--- src/hw/rtl/clnw_pkg.sv ---
// Shared types, constants and helpers for the character LCD nibble writer.
// Used by clnw_seq and char_lcd_nibble_writer_core; depends on nothing.
package clnw_pkg;

  // Width of the strobe tick counter.
  localparam int STROBE_COUNT_BITS = 10;
  // Width of the strobe length register.
  localparam int STROBE_W = 10;
  // Reset value of the strobe length register.
  localparam logic [STROBE_W-1:0] STROBE_RESET = STROBE_W'(50);
  // Working width for the length clamp, wider than the strobe register and counter.
  localparam int WIDE_W = 17;
  localparam logic [WIDE_W-1:0] MAX_COUNT = WIDE_W'((1 << STROBE_COUNT_BITS) - 1);

  // Busy flag position in the status byte.
  localparam logic [7:0] BUSY_BIT = 8'h80;

  // Packed widths of the stream payloads.
  localparam int IN_DATA_W  = 16;
  localparam int OUT_DATA_W = 16;

  typedef enum logic [8:0] {
    PH_IDLE   = 9'b000000001,
    PH_RD1_HI = 9'b000000010,
    PH_RD1_LO = 9'b000000100,
    PH_RD2_HI = 9'b000001000,
    PH_RD2_LO = 9'b000010000,
    PH_WRH_HI = 9'b000100000,
    PH_WRH_LO = 9'b001000000,
    PH_WRL_HI = 9'b010000000,
    PH_WRL_LO = 9'b100000000
  } phase_t;

  // One tick's worth of input.
  typedef struct packed {
    logic       req_valid;
    logic [7:0] req_byte;
    logic       req_rs;
    logic       req_low_only;
    logic [3:0] pin_data;
  } tick_in_t;

  // Pin levels and status for one tick.
  typedef struct packed {
    logic       lcd_e;
    logic       lcd_rs;
    logic       lcd_rw;
    logic [3:0] bus_out;
    logic       bus_drive;
    logic       ready_res;
    logic       done_res;
  } pins_t;

  // Strobe period in ticks: zero counts as one, clamped to the counter range.
  function automatic logic [STROBE_COUNT_BITS-1:0] period_len(
    input logic [STROBE_W-1:0] st
  );
    logic [WIDE_W-1:0] n;
    n = WIDE_W'(st);
    if (n == '0) n = WIDE_W'(1);
    if (n > MAX_COUNT) n = MAX_COUNT;
    return n[STROBE_COUNT_BITS-1:0];
  endfunction

endpackage

--- src/hw/rtl/clnw_seq.sv ---
// Pin-level sequencer state for the character LCD nibble writer.
// Depends on clnw_pkg; advances one tick per asserted advance.
module clnw_seq (
  input  logic                            clk,
  input  logic                            rst,
  input  logic                            advance,
  input  logic [clnw_pkg::STROBE_W-1:0]   strobe_ticks,
  input  clnw_pkg::tick_in_t              tick_in,
  output clnw_pkg::pins_t                 pins
);

  clnw_pkg::phase_t phase, phase_next;
  logic [clnw_pkg::STROBE_COUNT_BITS-1:0] tick_count, tick_count_next;
  logic [7:0] held_byte, held_byte_next;
  logic       held_rs, held_rs_next;
  logic       held_low_only, held_low_only_next;
  logic       busy_seen, busy_seen_next;

  logic [clnw_pkg::STROBE_COUNT_BITS-1:0] plen;
  logic                                   last;

  assign plen = clnw_pkg::period_len(strobe_ticks);
  assign last = ({1'b0, tick_count} + 1'b1) >= {1'b0, plen};

  // Pin levels come from the state before this tick's update.
  always_comb begin
    pins = '0;
    pins.bus_drive = 1'b1;
    case (phase)
      clnw_pkg::PH_IDLE: begin
        pins.ready_res = 1'b1;
      end
      clnw_pkg::PH_RD1_HI, clnw_pkg::PH_RD2_HI: begin
        pins.lcd_e     = 1'b1;
        pins.lcd_rw    = 1'b1;
        pins.bus_drive = 1'b0;
      end
      clnw_pkg::PH_RD1_LO, clnw_pkg::PH_RD2_LO: begin
        pins.lcd_rw    = 1'b1;
        pins.bus_drive = 1'b0;
      end
      clnw_pkg::PH_WRH_HI, clnw_pkg::PH_WRH_LO: begin
        pins.lcd_e   = (phase == clnw_pkg::PH_WRH_HI);
        pins.lcd_rs  = held_rs;
        pins.bus_out = held_byte[7:4];
      end
      clnw_pkg::PH_WRL_HI, clnw_pkg::PH_WRL_LO: begin
        pins.lcd_e    = (phase == clnw_pkg::PH_WRL_HI);
        pins.lcd_rs   = held_rs;
        pins.bus_out  = held_byte[3:0];
        pins.done_res = (phase == clnw_pkg::PH_WRL_LO) && last;
      end
      default: begin
        pins.ready_res = 1'b0;
      end
    endcase
  end

  always_comb begin
    phase_next         = phase;
    tick_count_next    = tick_count;
    held_byte_next     = held_byte;
    held_rs_next       = held_rs;
    held_low_only_next = held_low_only;
    busy_seen_next     = busy_seen;
    if (phase == clnw_pkg::PH_IDLE) begin
      if (tick_in.req_valid) begin
        held_byte_next     = tick_in.req_byte;
        held_rs_next       = tick_in.req_rs;
        held_low_only_next = tick_in.req_low_only;
        busy_seen_next     = 1'b0;
        tick_count_next    = '0;
        phase_next         = clnw_pkg::PH_RD1_HI;
      end
    end else if (!last) begin
      tick_count_next = tick_count + 1'b1;
    end else begin
      tick_count_next = '0;
      case (phase)
        clnw_pkg::PH_RD1_HI: begin
          // The status nibble carries bit 7 of the status byte in its top bit.
          busy_seen_next = (({tick_in.pin_data, 4'b0000} & clnw_pkg::BUSY_BIT) != 8'h00);
          phase_next     = clnw_pkg::PH_RD1_LO;
        end
        clnw_pkg::PH_RD1_LO: phase_next = clnw_pkg::PH_RD2_HI;
        clnw_pkg::PH_RD2_HI: phase_next = clnw_pkg::PH_RD2_LO;
        clnw_pkg::PH_RD2_LO: begin
          if (busy_seen) begin
            phase_next = clnw_pkg::PH_RD1_HI;
          end else if (held_low_only) begin
            phase_next = clnw_pkg::PH_WRL_HI;
          end else begin
            phase_next = clnw_pkg::PH_WRH_HI;
          end
        end
        clnw_pkg::PH_WRH_HI: phase_next = clnw_pkg::PH_WRH_LO;
        clnw_pkg::PH_WRH_LO: phase_next = clnw_pkg::PH_WRL_HI;
        clnw_pkg::PH_WRL_HI: phase_next = clnw_pkg::PH_WRL_LO;
        default:             phase_next = clnw_pkg::PH_IDLE;
      endcase
    end
  end

  always_ff @(posedge clk) begin
    if (rst) begin
      phase         <= clnw_pkg::PH_IDLE;
      tick_count    <= '0;
      held_byte     <= '0;
      held_rs       <= 1'b0;
      held_low_only <= 1'b0;
      busy_seen     <= 1'b0;
    end else if (advance) begin
      phase         <= phase_next;
      tick_count    <= tick_count_next;
      held_byte     <= held_byte_next;
      held_rs       <= held_rs_next;
      held_low_only <= held_low_only_next;
      busy_seen     <= busy_seen_next;
    end
  end

  // While idle the pins rest: no strobe, write direction, bus driven.
  a_idle_pins: assert property (@(posedge clk) disable iff (rst)
    pins.ready_res |-> !pins.lcd_e && !pins.lcd_rw && pins.bus_drive)
    else $error("idle pins not at rest");

  // The bus is released only for reads, and then shows zero.
  a_release_read: assert property (@(posedge clk) disable iff (rst)
    !pins.bus_drive |-> pins.lcd_rw && (pins.bus_out == 4'h0))
    else $error("bus released outside a read");

  // Completion only on the low nibble's closing phase.
  a_done_phase: assert property (@(posedge clk) disable iff (rst)
    pins.done_res |-> (phase == clnw_pkg::PH_WRL_LO) && last)
    else $error("done outside final write phase");

  // An accepted request always starts with a busy poll.
  a_start_poll: assert property (@(posedge clk) disable iff (rst)
    advance && (phase == clnw_pkg::PH_IDLE) && tick_in.req_valid
    |=> (phase == clnw_pkg::PH_RD1_HI) && (tick_count == '0))
    else $error("request did not start a busy poll");

endmodule

--- src/hw/rtl/char_lcd_nibble_writer_core.sv ---
// Top level of the character LCD nibble writer: stream ports, strobe length
// register and result register. Depends on clnw_pkg and clnw_seq.
//
// This block drives a character LCD on a 4-bit bus at pin level. Every input
// transfer is one tick of the bus sequencer and yields exactly one output
// transfer holding the pin levels and status of that tick; one transfer is
// taken per clock cycle whenever the output side keeps up, and each output
// transfer is offered from the result register in the cycle after its input
// transfer. A write request (req_valid set while ready_res was high)
// first polls the busy flag with two read strobes (RW high, RS low, bus
// released, D7 sampled on the last E-high tick of the first strobe), repeats
// the poll while busy, and then writes the high and low nibbles, or only the
// low nibble when req_low_only is set. Each strobe is E high for strobe_ticks
// ticks followed by E low for strobe_ticks ticks; a zero length counts as
// one. The strobe length register is written through the cfg channel, which
// is always ready. A new length applies from the next tick on, even in the
// middle of a strobe; a count already at or past the new length ends the
// running period on that tick.
module char_lcd_nibble_writer_core (
  input  logic                                clk,
  input  logic                                rst,
  // Input tick stream.
  input  logic                                s_axis_tvalid,
  output logic                                s_axis_tready,
  // [0] req_valid, [8:1] req_byte, [9] req_low_only, [13:10] pin_data, [15:14] zero
  input  logic [clnw_pkg::IN_DATA_W-1:0]      s_axis_tdata,
  // [0] req_rs
  input  logic                                s_axis_tuser,
  // Result stream.
  output logic                                m_axis_tvalid,
  input  logic                                m_axis_tready,
  // [0] lcd_e, [1] lcd_rs, [2] lcd_rw, [6:3] bus_out, [7] bus_drive,
  // [8] ready_res, [9] done_res, [15:10] zero
  output logic [clnw_pkg::OUT_DATA_W-1:0]     m_axis_tdata,
  // Strobe length register write channel.
  input  logic                                cfg_valid,
  output logic                                cfg_ready,
  input  logic [clnw_pkg::STROBE_W-1:0]       cfg_data
);

  logic [clnw_pkg::STROBE_W-1:0] strobe_ticks;
  logic                          in_xfer;
  clnw_pkg::tick_in_t            tick_in;
  clnw_pkg::pins_t               pins;

  // The result register frees up whenever its content is taken, so a new
  // tick is accepted in the same cycle the previous result leaves.
  assign s_axis_tready = !m_axis_tvalid || m_axis_tready;
  assign in_xfer       = s_axis_tvalid && s_axis_tready;
  assign cfg_ready     = 1'b1;

  // Unpack the input transfer.
  assign tick_in.req_valid    = s_axis_tdata[0];
  assign tick_in.req_byte     = s_axis_tdata[8:1];
  assign tick_in.req_low_only = s_axis_tdata[9];
  assign tick_in.pin_data     = s_axis_tdata[13:10];
  assign tick_in.req_rs       = s_axis_tuser;

  always_ff @(posedge clk) begin
    if (rst) begin
      strobe_ticks <= clnw_pkg::STROBE_RESET;
    end else if (cfg_valid && cfg_ready) begin
      strobe_ticks <= cfg_data;
    end
  end

  // The sequencer only moves when a tick transfer is accepted.
  clnw_seq u_seq (
    .clk          (clk),
    .rst          (rst),
    .advance      (in_xfer),
    .strobe_ticks (strobe_ticks),
    .tick_in      (tick_in),
    .pins         (pins)
  );

  always_ff @(posedge clk) begin
    if (rst) begin
      m_axis_tvalid <= 1'b0;
    end else if (in_xfer) begin
      m_axis_tvalid <= 1'b1;
    end else if (m_axis_tready) begin
      m_axis_tvalid <= 1'b0;
    end
  end

  // Payload register needs no reset.
  always_ff @(posedge clk) begin
    if (in_xfer) begin
      m_axis_tdata <= {6'b000000, pins.done_res, pins.ready_res, pins.bus_drive,
                       pins.bus_out, pins.lcd_rw, pins.lcd_rs, pins.lcd_e};
    end
  end

  // Each accepted tick produces a result in the next cycle.
  a_result_follows: assert property (@(posedge clk) disable iff (rst)
    in_xfer |=> m_axis_tvalid)
    else $error("accepted tick produced no result");

  // A waiting result blocks new ticks so none is overwritten.
  a_no_overwrite: assert property (@(posedge clk) disable iff (rst)
    m_axis_tvalid && !m_axis_tready |-> !s_axis_tready)
    else $error("input accepted over a waiting result");

  // Done and ready never appear together in one result.
  a_done_not_ready: assert property (@(posedge clk) disable iff (rst)
    m_axis_tvalid |-> !(m_axis_tdata[9] && m_axis_tdata[8]))
    else $error("done and ready both set");

endmodule

--- config.mk ---
export PLATFORM = sky130hd
export DESIGN_NAME = char_lcd_nibble_writer_core
export DESIGN_NICKNAME = d
export VERILOG_FILES = /design/src/hw/rtl/clnw_pkg.sv /design/src/hw/rtl/clnw_seq.sv /design/src/hw/rtl/char_lcd_nibble_writer_core.sv
export SDC_FILE = /design/constraint.sdc
export NUM_CORES = 1
export LEC_CHECK = 0
export ABC_AREA = 1
export BUFFER_PORTS_ARGS = -buffer_cell sky130_fd_sc_hd__buf_2
export CORE_ASPECT_RATIO = 2
export CORE_MARGIN = 1
export CORE_UTILIZATION = 55
export CTS_CLUSTER_DIAMETER = 100
export CTS_CLUSTER_SIZE = 30
export DETAILED_ROUTE_END_ITERATION = 16
export PLACE_DENSITY = 0.91
export SLEW_MARGIN = 5
export SYNTH_ARGS = -nofsm -noshare
export SYNTH_HDL_FRONTEND = slang
export SYNTH_SLANG_ARGS = --single-unit
export TNS_END_PERCENT = 1
--- constraint.sdc ---
create_clock -name clk -period 6.44 [get_ports clk]
set_input_delay 1.932 -clock clk [delete_from_list [all_inputs] [get_ports clk]]
set_output_delay 1.932 -clock clk [all_outputs]
set_load 0.02 [all_outputs]
; ---- Word level (Yosys, flattened, before mapping)
; Cells that the tools add are included.
[word_totals]
word_cells = 64
regBits = 51
out_inout_bits = 19
inputBits = 32
[op_classes]
eq_ne = 10
muxes = 22
add_sub_neg = 2
order_cmp = 2
reduce_logical = 17
[ops]
columns = operator, n
row1 = $pmux 9 s7, 1
row2 = $mux 10, 5
row3 = $mux 9, 4
row4 = $add 10x1->11 const B, 1
row5 = $ge 11x10->1, 1
row6 = $add 10x1->10 const B, 1
row7 = $gt 10x10->1 const B, 1
row8 = $logic_not 10->1, 1
row9 = $eq 9x1->1 const B, 1
row10 = $eq 9x2->1 const B, 1
row11 = $eq 9x3->1 const B, 1
row12 = $eq 9x4->1 const B, 1
row13 = $eq 9x5->1 const B, 1
row14 = $eq 9x6->1 const B, 1
row15 = $eq 9x7->1 const B, 1
row16 = $eq 9x8->1 const B, 1
row17 = $eq 9x9->1 const B, 1
row18 = $mux 1, 9
row19 = $mux 8, 1
row20 = $pmux 4 s2, 1
row21 = $reduce_or 4->1, 2
row22 = $reduce_and 3->1, 2
row23 = $reduce_bool 2->1, 3
row24 = $reduce_or 2->1, 3
row25 = 7 further kinds, 8

; ---- Depth between registers and ports, before layout
; Gate-level depths: netlist (run 1).
[logic_depth]
word_depth = 7
mapped_depth = 17
mapped_depth_nobuf = 16

; ---- Hierarchy
; From an unflattened synthesis (run 1), not the netlist that was laid out.
[hier_totals]
cells_unflattened = 365
area_unflattened_um2 = 2727.6
[modules_own_cells]
columns = mod, seq_area_each_um2, area_each_um2, cells_each, instances
row1 = clnw_seq, 600.6, 1924.3, 297, 1
row2 = char_lcd_nibble_writer_core, 520.5, 803.3, 68, 1

; ---- Least setup slack after synthesis (run 1)
; OpenSTA, ideal clock, no wires.
[synth_timing]
path_kind = in2out
start = input port m_axis_tready
end = output port s_axis_tready
required_time_ps = 4508
path_slack_ps = 2380
n_path_buf = 0
arrival_ps = 2128
stages = 2
cell_sequence = inv_1 nand2_1
[synth_via]
elab_chain_len = 1
[synth_rtl]
columns = item, line
row1 = from (decl), char_lcd_nibble_writer_core.sv:31  ; input logic m_axis_tready,
row2 = $logic_or 1x1->1, char_lcd_nibble_writer_core.sv:48  ; assign s_axis_tready = !m_axis_tvalid || m_axis_tready;
row3 = to (decl), char_lcd_nibble_writer_core.sv:24  ; output logic s_axis_tready,
; Every way passes these cells.

; ---- Worst setup path after layout (run 1)
; Ends and elaborated chain as after synthesis.

==> results.json, run 1 <==
{
  "pre_cts_ws_ps": 2210,
  "syn_inst": 353,
  "crit_buf_inv": 3,
  "grt_pass1_vias": 2356,
  "ff2ff_path_depth": 14,
  "min-delay-start": "u_seq.tick_count[9]",
  "pin_count": 51,
  "placedInstanceArea_sq_um": 2840,
  "synth_area_sq_um": 2670,
  "rr_endpoint": "u_seq.tick_count[2]",
  "ys_seq_area_frac": 0.420,
  "critical_path_arrival_ps": 2300,
  "holdPathStages": 2,
  "ctsRootBufferMaster": "clkbuf_8",
  "max_freq_ghz": 0.236,
  "finalMaxSlewViolations": 0,
  "final_cell_count_no_fill": 443,
  "clk_pin_slew_ps": 100,
  "tightest_slew_ps": 728,
  "p_leak_nw": 1.37,
  "synth-edff-count": 10,
  "hold_end": "u_seq.tick_count[9]",
  "final_hold_viol_count": 0,
  "drv_cap": 0,
  "cts_tree": "done",
  "grt-ovfl-total": 0,
  "die_w_microns": 51.2,
  "diodes": 0,
  "antenna_found_initial": 0,
  "design_area_sq_um": 2930,
  "start_util": 0.574,
  "gp_congestion": 0.915,
  "ir_drop_uv": 226,
  "wl_microns": 6040,
  "crit_path_max_incr_delay_ps": 170,
  "cp_top_family": "buffers and inverters",
  "crit_type": "in2out",
  "min_period_ps": 4230,
  "fin_ws_ps": 2210,
  "post_cts_resized": 0,
  "drive_gt1_frac": 0.168,
  "slew_headroom": 0.514,
  "antenna_left": 0,
  "dr.pass1.iters": 4,
  "syn_avg_cell_area_sq_um": 7.55,
  "synth_area_leaders": "dfxtp_1 (31%), edfxtp_1 (11%), nand2_1 (8.4%)",
  "yosys_register_bits": 51,
  "start_kind": "primary input",
  "layout.nets": 430,
  "ys_warn_count": 0,
  "min_period_over_period": 0.657,
  "reg2reg_slack_ps": 3720,
  "cts_sinks": 51,
  "outcome": "completed",
  "io_buffers": 38,
  "drc_errors": 0,
  "setup-tns-final_ps": 0,
  "fin_worst_skew_ps": 6.40,
  "die-area_sq_um": 5150,
  "postLayoutCoreUtil": 0.632,
  "fp-row-count": 35,
  "vias": 2416,
  "r2r_start": "u_seq.tick_count[4]",
  "chipHeight_microns": 100,
  "power_density_nw_per_um2": 303,
  "synth_top_cell_by_area": "dfxtp_1",
  "synthFlopType": "dfxtp_1",
  "core_sq_um": 4640,
  "slowest_stage": "buf_2",
  "synth_cell_type_count": 34,
  "cts_setup_buffers": 0,
  "htree_levels": 2,
  "endpoint_kind": "output pin",
  "grt_usage": 0.259,
  "min_path_type": "reg2reg",
  "final_common_cell": "nand2_1",
  "grt_pass1_wl_microns": 9840,
  "required_ps": 4510,
  "grt_max_degree": 27,
  "drtIter0Drc": 63,
  "cts_hold_buf": 0,
  "synth_top_area_share": 0.308,
  "path_cells": "buf_2 > inv_1 > nand2_1 > buf_2",
  "dp.cells": 435,
  "via_per_inst": 5.45,
  "numCtsBuffers": 5,
  "async_flop_share": 0,
  "dp_hpwl_microns": 4530,
  "cpMostUsedCell": "buf_2",
  "cts_max_path_buffers": 2,
  "layout_common_cells": "nand2_1 (60), inv_1 (43), dfxtp_1 (41)",
  "setup_viol": 0,
  "rsz0062_at_grt": "no",
  "synthToLayoutAreaGrowth_pct": 10.0,
  "cp_max_fo": 3,
  "drt-wirelength-per-cell_microns": 13.6,
  "clk_latency_ps": 310
}
==> logic make-up (layout without fill, tap and decap cells) <==
logic type	Yosys count	after routing	synth area share
adders and majority gates	11	11	0.0516
buffers and inverters	62	92	0.107
DFF	51	51	0.420
xor gates and xnor gates	6	6	0.0197
and+or+nand+nor	163	163	0.279
AOI/OAI and AO/OA	58	58	0.120
other	2	7	0.00282
==> synth_stat cells, types with 2 or more instances <==
cell type and number:
xor2_1 6, clkbuf_1 6, nand4_1 4, conb_1 2, nor4_1 2, inv_2 2
nand2_2 2, buf_4 8, ha_1 11, a31o_2 2, edfxtp_1 10, nor2_1 40
nand2_1 60, o21ai_1 3, nand2_4 3, dfxtp_1 41, o21ai_0 31, nor3_1 20
nand3_1 24, a21oi_1 17, inv_1 43, nor2_4 2, nor2_2 3
==> through the flow <==
step	total power, W	hold slack, ps
after global routing	0.000946	528
after CTS	0.000889	502
after detailed placement	0.000688	486
after floorplan	0.000632	448
after global placement	0.000674	480
final	0.000888	500
==> sequential cells by signal, summed over array words and instances, names as in the netlist <==
name / cells
u_seq.phase: 9
m_axis_tdata: 10
strobe_ticks: 10
u_seq.tick_count: 10
u_seq.held_rs: 1
u_seq.held_byte: 8
u_seq.busy_seen: 1
m_axis_tvalid: 1
u_seq.held_low_only: 1
==> where the power goes <==
part	internal, W	switching [W]	leakage, nW	total (W)
sequential	0.000370	0.0000318	0.434	0.000402
clock	0.0000808	0.000120	0.0502	0.000201
combinational	0.0000876	0.000198	0.886	0.000285
total	0.000539	0.000350	1.37	0.000888
==> worst min-delay path, stage by stage, from the launching register on <==
cell     delay (ps)
dfxtp_1         340
nand2_1          70
a21oi_1          50
==> cell type report <==
| class | instances | area, sq um |
|---|---|---|
| fill | 437 | 1710 |
| inverter | 46 | 175 |
| tap | 55 | 68.8 |
| sequential | 51 | 1120 |
| clock buffer | 5 | 68.8 |
| clock inverter | 3 | 28.8 |
| timing repair buffer | 38 | 190 |
| multi-input combinational | 245 | 1280 |
==> how the worst max path moves through the flow <==
stage | to | slack [ps] | cells after the start | from
detailed placement | s_axis_tready | 2210 | 4 | m_axis_tready
finish | s_axis_tready | 2210 | 4 | m_axis_tready
global route | s_axis_tready | 2160 | 4 | m_axis_tready
CTS | s_axis_tready | 2210 | 4 | m_axis_tready
global placement | s_axis_tready | 2220 | 4 | m_axis_tready
floorplan | s_axis_tready | 2380 | 2 | m_axis_tready
==> metal layers <==
metal  GRT usage  vias to the layer above  share of wire
li1            -                     1206              -
met2       0.493                       73           0.57
met1       0.227                     1113           0.35
met3      0.0422                       24          0.037
met4       0.198                        0          0.049
met5           0                        -              0
(Power assumes the default switching activity.)
==> run 2, diff against run 1 <==
--- a/config.mk
+++ b/config.mk
@@ -5,15 +5,15 @@
 export SDC_FILE = /design/constraint.sdc
 export NUM_CORES = 1
 export LEC_CHECK = 0
-export ABC_AREA = 1
+export ABC_AREA = 0
 export BUFFER_PORTS_ARGS = -buffer_cell sky130_fd_sc_hd__buf_2
 export CORE_ASPECT_RATIO = 2
 export CORE_MARGIN = 1
-export CORE_UTILIZATION = 55
+export CORE_UTILIZATION = 50
 export CTS_CLUSTER_DIAMETER = 100
 export CTS_CLUSTER_SIZE = 30
 export DETAILED_ROUTE_END_ITERATION = 16
-export PLACE_DENSITY = 0.91
+export PLACE_DENSITY = 0.88
 export SLEW_MARGIN = 5
 export SYNTH_ARGS = -nofsm -noshare
 export SYNTH_HDL_FRONTEND = slang
==> constraint.sdc (replaced) <==
create_clock -name clk -period 3.4 [get_ports clk]
set_input_delay 1.02 -clock clk [delete_from_list [all_inputs] [get_ports clk]]
set_output_delay 1.02 -clock clk [all_outputs]
set_load 0.02 [all_outputs]
==> run 2 against run 1 <==
Routed wire length shrank 3.6%. Register-to-register slack worse by 3500 ps. Hold slack better by 12 ps. Total power up 54%. Clock power grew 88%. Core utilization down 5.8 points. Design area is 1.4% higher. Critical endpoint is now u_seq.phase[1]. Largest cell class unchanged.
==> results.json, run 2 <==
{
  "tightest_slew_ps": 691,
  "grt-ovfl-total": 0,
  "dp_hpwl_microns": 4180,
  "antenna_left": 0,
  "vias": 2233,
  "pre_cts_ws_ps": 21.9,
  "synth_compound_area_frac": 0.117,
  "synth_top_cell_by_area": "dfxtp_1",
  "clk_pin_slew_ps": 110,
  "synth_most_common_cell": "dfxtp_1",
  "min_path_type": "reg2reg",
  "drv_cap": 0,
  "synth_top_area_share": 0.302,
  "layout.nets": 370,
  "outcome": "completed",
  "syn_avg_cell_area_sq_um": 9.08,
  "final_common_cell": "dfxtp_1",
  "diodes": 0,
  "antenna_found_initial": 0,
  "fillers": 487,
  "synth_simple_gate_area_frac": 0.206,
  "grt_pass1_vias": 2141,
  "core_sq_um": 5180,
  "synthAdderAreaFrac": 0.0507,
  "postLayoutCoreUtil": 0.573,
  "crit_type": "reg2reg",
  "power_density_nw_per_um2": 461,
  "via_per_inst": 5.78,
  "setup_viol": 0,
  "drt-wirelength-per-cell_microns": 15.1,
  "finalMaxSlewViolations": 0,
  "layout_common_cells": "dfxtp_1 (41), buf_2 (38), nor2_1 (32)",
  "fp-row-count": 37,
  "cts_tree": "done",
  "max_freq_ghz": 0.317,
  "p_leak_nw": 1.27,
  "grt_max_degree": 38,
  "synthFlopType": "dfxtp_1",
  "gp_congestion": 0.880,
  "cts_hold_buf": 0,
  "min_period_ps": 3150,
  "slew_headroom": 0.539,
  "grt_pass1_wl_microns": 9540,
  "htree_levels": 2,
  "chipHeight_microns": 106,
  "p_total_w": 0.00137,
  "synth_top_family_by_area": "simple AND/OR/NAND/NOR gates",
  "setup-tns-final_ps": 0,
  "ys_warn_count": 0,
  "io_buffers": 38,
  "ys_seq_area_frac": 0.413,
  "start_kind": "flop",
  "rsz0062_at_grt": "no",
  "drive_gt1_frac": 0.174,
  "synth_cell_type_count": 51,
  "start_util": 0.524,
  "drc_errors": 0,
  "synth_area_sq_um": 2720,
  "placedInstanceArea_sq_um": 2870,
  "synth_mux_area_frac": 0.0700,
  "design_area_sq_um": 2970,
  "synth_xor_area_frac": 0.0677,
  "cts_setup_buffers": 0,
  "cts_sinks": 51,
  "drtIter0Drc": 94,
  "yosys-top-cells-count": "dfxtp_1 (41), nor2_1 (34), mux2i_1 (19), nand2_1 (19), nor3_1 (14)",
  "reg2reg_slack_ps": 250,
  "ir_drop_uv": 379,
  "critical_path_arrival_ps": 3370,
  "synth_area_leaders": "dfxtp_1 (30%), edfxtp_1 (11%), mux2i_1 (7.0%)",
  "wl_microns": 5820,
  "required_ps": 3620,
  "async_flop_share": 0,
  "numCtsBuffers": 5,
  "fin_worst_skew_ps": 15.2,
  "ctsRootBufferMaster": "clkbuf_8",
  "pin_count": 51,
  "cts_max_path_buffers": 2,
  "synth-edff-count": 10,
  "grt_usage": 0.221,
  "reg.largest.list": "m_axis_tdata (10), strobe_ticks (10), u_seq.tick_count (10)",
  "die-area_sq_um": 5750,
  "fin_ws_ps": 247,
  "final_hold_viol_count": 0,
  "clk_latency_ps": 310,
  "yosys_register_bits": 51,
  "synthToLayoutAreaGrowth_pct": 9.44,
  "cp_max_fo": 15,
  "syn_inst": 299,
  "min_period_over_period": 0.927,
  "die_w_microns": 54.1,
  "endpoint_kind": "flop",
  "dr.pass1.iters": 4
}
run 2: changes by cell type in the layout (fill, tap and decap cells not counted), moves of 6 or more:
| cell | change |
|---|---|
| nor3_1 | -6 |
| nand3_1 | -11 |
| o21ai_0 | -22 |
| inv_1 | -31 |
| nand2_1 | -41 |
| nor2_1 | -8 |
| mux2i_1 | +19 |
| xnor2_1 | +12 |
run 2: final timing paths:
kind / start / endpoint / cells past startpoint
max: u_seq.tick_count[2] / u_seq.phase[1] / 11
min: m_axis_tvalid / m_axis_tvalid / 2
max reg2reg: u_seq.tick_count[2] / u_seq.phase[1] / 11
min reg2reg: m_axis_tvalid / m_axis_tvalid / 2
run 2: cell families after synthesis:
logic type	after synthesis
AO/OA/AOI/OAI	46
XOR/XNOR	21
adder cells (fa/ha/maj)	11
buffers and inverters	36
flip-flops	51
multiplexers	19
other	2
AND/OR/NAND/NOR	113
run 2: per-stage QoR:
stage	hold WS [ps]	std cells
floorplan	452	304
global placement	476	378
detailed placement	488	378
CTS	516	386
global route	552	386
finish	512	386
run 2: power by group:
| group | total (W) | internal [W] | switching [W] |
|---|---|---|---|
| clock | 0.000378 | 0.000153 | 0.000225 |
| sequential | 0.000685 | 0.000655 | 0.0000308 |
| combinational | 0.000307 | 0.000112 | 0.000196 |
run 2: timing repair:
action / CTS / global route
pin swaps: 0 / 1
setup endpoints to repair: 5 / 5
resized for setup: 1 / 1
run 2: layout make-up:
class                           instances  area [sq um]  area share
Clock buffer                            5          68.8      0.0231
Clock inverter                          3          28.8     0.00968
Multi-Input combinational cell        217          1420       0.479
Timing Repair Buffer                   39           198      0.0665
Inverter                               13          61.3      0.0206
Sequential cell                        51          1120       0.377
Tap cell                               58          72.6      0.0244
run 2: worst max-delay path: stages (launching register included):
cell	delay [ps]
dfxtp_1	440
nand3_1	170
or2_2	370
nor2_2	200
and3_1	220
xor2_1	190
ha_1	270
a21oi_1	130
o21ai_0	200
a211oi_4	320
nor2_2	220
o221a_2	330
run 2: per-layer routing:
layer	vias up	GRT usage	wire, microns
li1	1094	-	-
met1	1048	0.233	2160
met2	72	0.382	3250
met3	19	0.0401	213
met4	0	0.126	197
met5	-	0	0
==> run 3, diff against run 2 <==
--- a/config.mk
+++ b/config.mk
@@ -8,12 +8,12 @@
 export ABC_AREA = 0
 export BUFFER_PORTS_ARGS = -buffer_cell sky130_fd_sc_hd__buf_2
 export CORE_ASPECT_RATIO = 2
-export CORE_MARGIN = 1
-export CORE_UTILIZATION = 50
+export CORE_UTILIZATION = 55
 export CTS_CLUSTER_DIAMETER = 100
 export CTS_CLUSTER_SIZE = 30
 export DETAILED_ROUTE_END_ITERATION = 16
-export PLACE_DENSITY = 0.88
+export PLACE_DENSITY = 0.91
+export SETUP_SLACK_MARGIN = 0.4
 export SLEW_MARGIN = 5
 export SYNTH_ARGS = -nofsm -noshare
 export SYNTH_HDL_FRONTEND = slang
==> constraint.sdc (replaced) <==
create_clock -name clk -period 3.2 [get_ports clk]
set_input_delay 0.96 -clock clk [delete_from_list [all_inputs] [get_ports clk]]
set_output_delay 0.96 -clock clk [all_outputs]
set_load 0.02 [all_outputs]
==> run 3 against run 2 <==
Sequential share of layout area is 0.79 points lower. Total power is 7.4% higher. Design area is 2.9% higher. Critical path type unchanged. First-iteration DRC count is 60% lower. Core utilization is 8.0 points higher. Sequential power is 6.6% higher. Largest power group unchanged. Maximum frequency is 15% higher.
==> results.json, run 3 (synthesized netlist as in run 2, its figures left out) <==
{
  "drv_cap": 0,
  "outcome": "completed",
  "postLayoutCoreUtil": 0.653,
  "htree_levels": 2,
  "via_per_inst": 5.83,
  "final_cell_count_no_fill": 388,
  "power_density_nw_per_um2": 481,
  "antenna_found_initial": 0,
  "start_util": 0.580,
  "clk_pin_slew_ps": 100,
  "min_period_over_period": 0.856,
  "cp_top_family": "compound AO/OA/AOI/OAI gates",
  "dr.pass1.iters": 4,
  "path_cells": "nor4_1 > a31o_2 > ha_1 > nand2b_1 > a31oi_1 > o21bai_4 > a211oi_4 > nor2_1 > buf_4 > o221a_2",
  "endpoint_kind": "flop",
  "setup_viol": 0,
  "finalMaxSlewViolations": 0,
  "reg2reg_slack_ps": 460,
  "cts_tree": "done",
  "dp_hpwl_microns": 4300,
  "cts_max_path_buffers": 2,
  "cts_sinks": 51,
  "max_freq_ghz": 0.365,
  "layout.nets": 375,
  "fin_worst_skew_ps": 13.5,
  "holdPathStages": 2,
  "reg.largest.list": "m_axis_tdata (10), strobe_ticks (10), u_seq.tick_count (10)",
  "fillers": 356,
  "chipHeight_microns": 101,
  "min_path_type": "reg2reg",
  "rsz0062_at_grt": "yes",
  "crit_buf_inv": 1,
  "vias": 2261,
  "pin_count": 51,
  "cts_hold_buf": 0,
  "grt_pass1_wl_microns": 9360,
  "ctsRootBufferMaster": "clkbuf_8",
  "final_hold_viol_count": 0,
  "min-delay-start": "strobe_ticks[4]",
  "gp_congestion": 0.848,
  "slowest_stage": "nor4_1",
  "required_ps": 3410,
  "drc_errors": 0,
  "ir_drop_uv": 334,
  "synthToLayoutAreaGrowth_pct": 12.7,
  "r2r_start": "strobe_ticks[9]",
  "start_kind": "flop",
  "drive_gt1_frac": 0.213,
  "numCtsBuffers": 5,
  "cp_max_fo": 15,
  "design_area_sq_um": 3060,
  "grt-ovfl-total": 0,
  "ff2ff_path_depth": 10,
  "antenna_left": 0,
  "crit_path_max_incr_delay_ps": 540,
  "io_buffers": 38,
  "slew_headroom": 0.555,
  "grt_max_degree": 38,
  "clk_latency_ps": 320,
  "fp-row-count": 35,
  "critical_path_arrival_ps": 2950,
  "rr_endpoint": "u_seq.phase[1]",
  "drt-wirelength-per-cell_microns": 15.3,
  "die_w_microns": 51.7,
  "crit_type": "reg2reg",
  "min_period_ps": 2740,
  "die-area_sq_um": 5240,
  "grt_pass1_vias": 2209,
  "diodes": 0,
  "grt_usage": 0.241,
  "setup-tns-final_ps": 0,
  "hold_end": "strobe_ticks[4]",
  "cts_setup_buffers": 0,
  "core_sq_um": 4690,
  "layout_common_cells": "buf_2 (38), dfxtp_1 (38), nor2_1 (33)",
  "wl_microns": 5940,
  "tightest_slew_ps": 667,
  "p_leak_nw": 1.31,
  "placedInstanceArea_sq_um": 2900,
  "drtIter0Drc": 38,
  "dp.cells": 380
}
run 3: changes by cell type in the layout (fill, tap and decap cells not counted), sizes merged:
cell    before  now
inv         13   14
buf         39   44
clkinv       3    2
run 3: what timing repair did:
action,in CTS,in global routing
pin swaps,0,1
setup endpoints to repair,17,20
resized for setup,6,12
cloned,0,0
run 3: metal layers:
metal / GRT usage / wire length (microns)
met1: 0.223 / 2050
met4: 0.173 / 288
met3: 0.0345 / 181
met5: 0 / 0
met2: 0.455 / 3420
run 3: worst max-delay path by stage:
stage | start | endpoint | slack [ps] | cells after the start
2_1_floorplan | u_seq.tick_count[2] | u_seq.tick_count[1] | 430 | 12
3_3_place_gp | u_seq.tick_count[2] | u_seq.phase[1] | 340 | 12
3_5_place_dp | u_seq.tick_count[0] | u_seq.phase[3] | 310 | 11
4_1_cts | u_seq.tick_count[2] | u_seq.phase[1] | 440 | 12
5_1_grt | u_seq.tick_count[0] | u_seq.phase[1] | 390 | 11
6_report | strobe_ticks[9] | u_seq.phase[1] | 460 | 10
run 3: where the power goes:
| part | switching, W | internal, W |
|---|---|---|
| registers | 0.0000340 | 0.000696 |
| clock network | 0.000238 | 0.000161 |
| logic | 0.000212 | 0.000132 |
run 3: tightest hold or removal path, stage by stage, from the launching register on:
cell,delay (ps)
dfxtp_1,320
inv_1,70
o211ai_1,70
run 3: cell type report:
class                   instances  area, sq um  share of cell area
clock buffers                   5         68.8              0.0225
well taps                      55         68.8              0.0225
multi-input cells             217         1470               0.480
clock inverters                 3         26.3             0.00859
inverters                      13         61.3              0.0200
repair buffers                 44          235              0.0769
flip-flops and latches         51         1130               0.369
run 3: stage by stage:
| stage | total power [W] | hold WS [ps] | setup WS (ps) |
|---|---|---|---|
| 2_1_floorplan | 0.000999 | 452 | 427 |
| 3_3_place_gp | 0.00106 | 475 | 341 |
| 3_5_place_dp | 0.00107 | 489 | 307 |
| 4_1_cts | 0.00147 | 510 | 441 |
| 5_1_grt | 0.00154 | 541 | 393 |
| 6_report | 0.00147 | 506 | 460 |
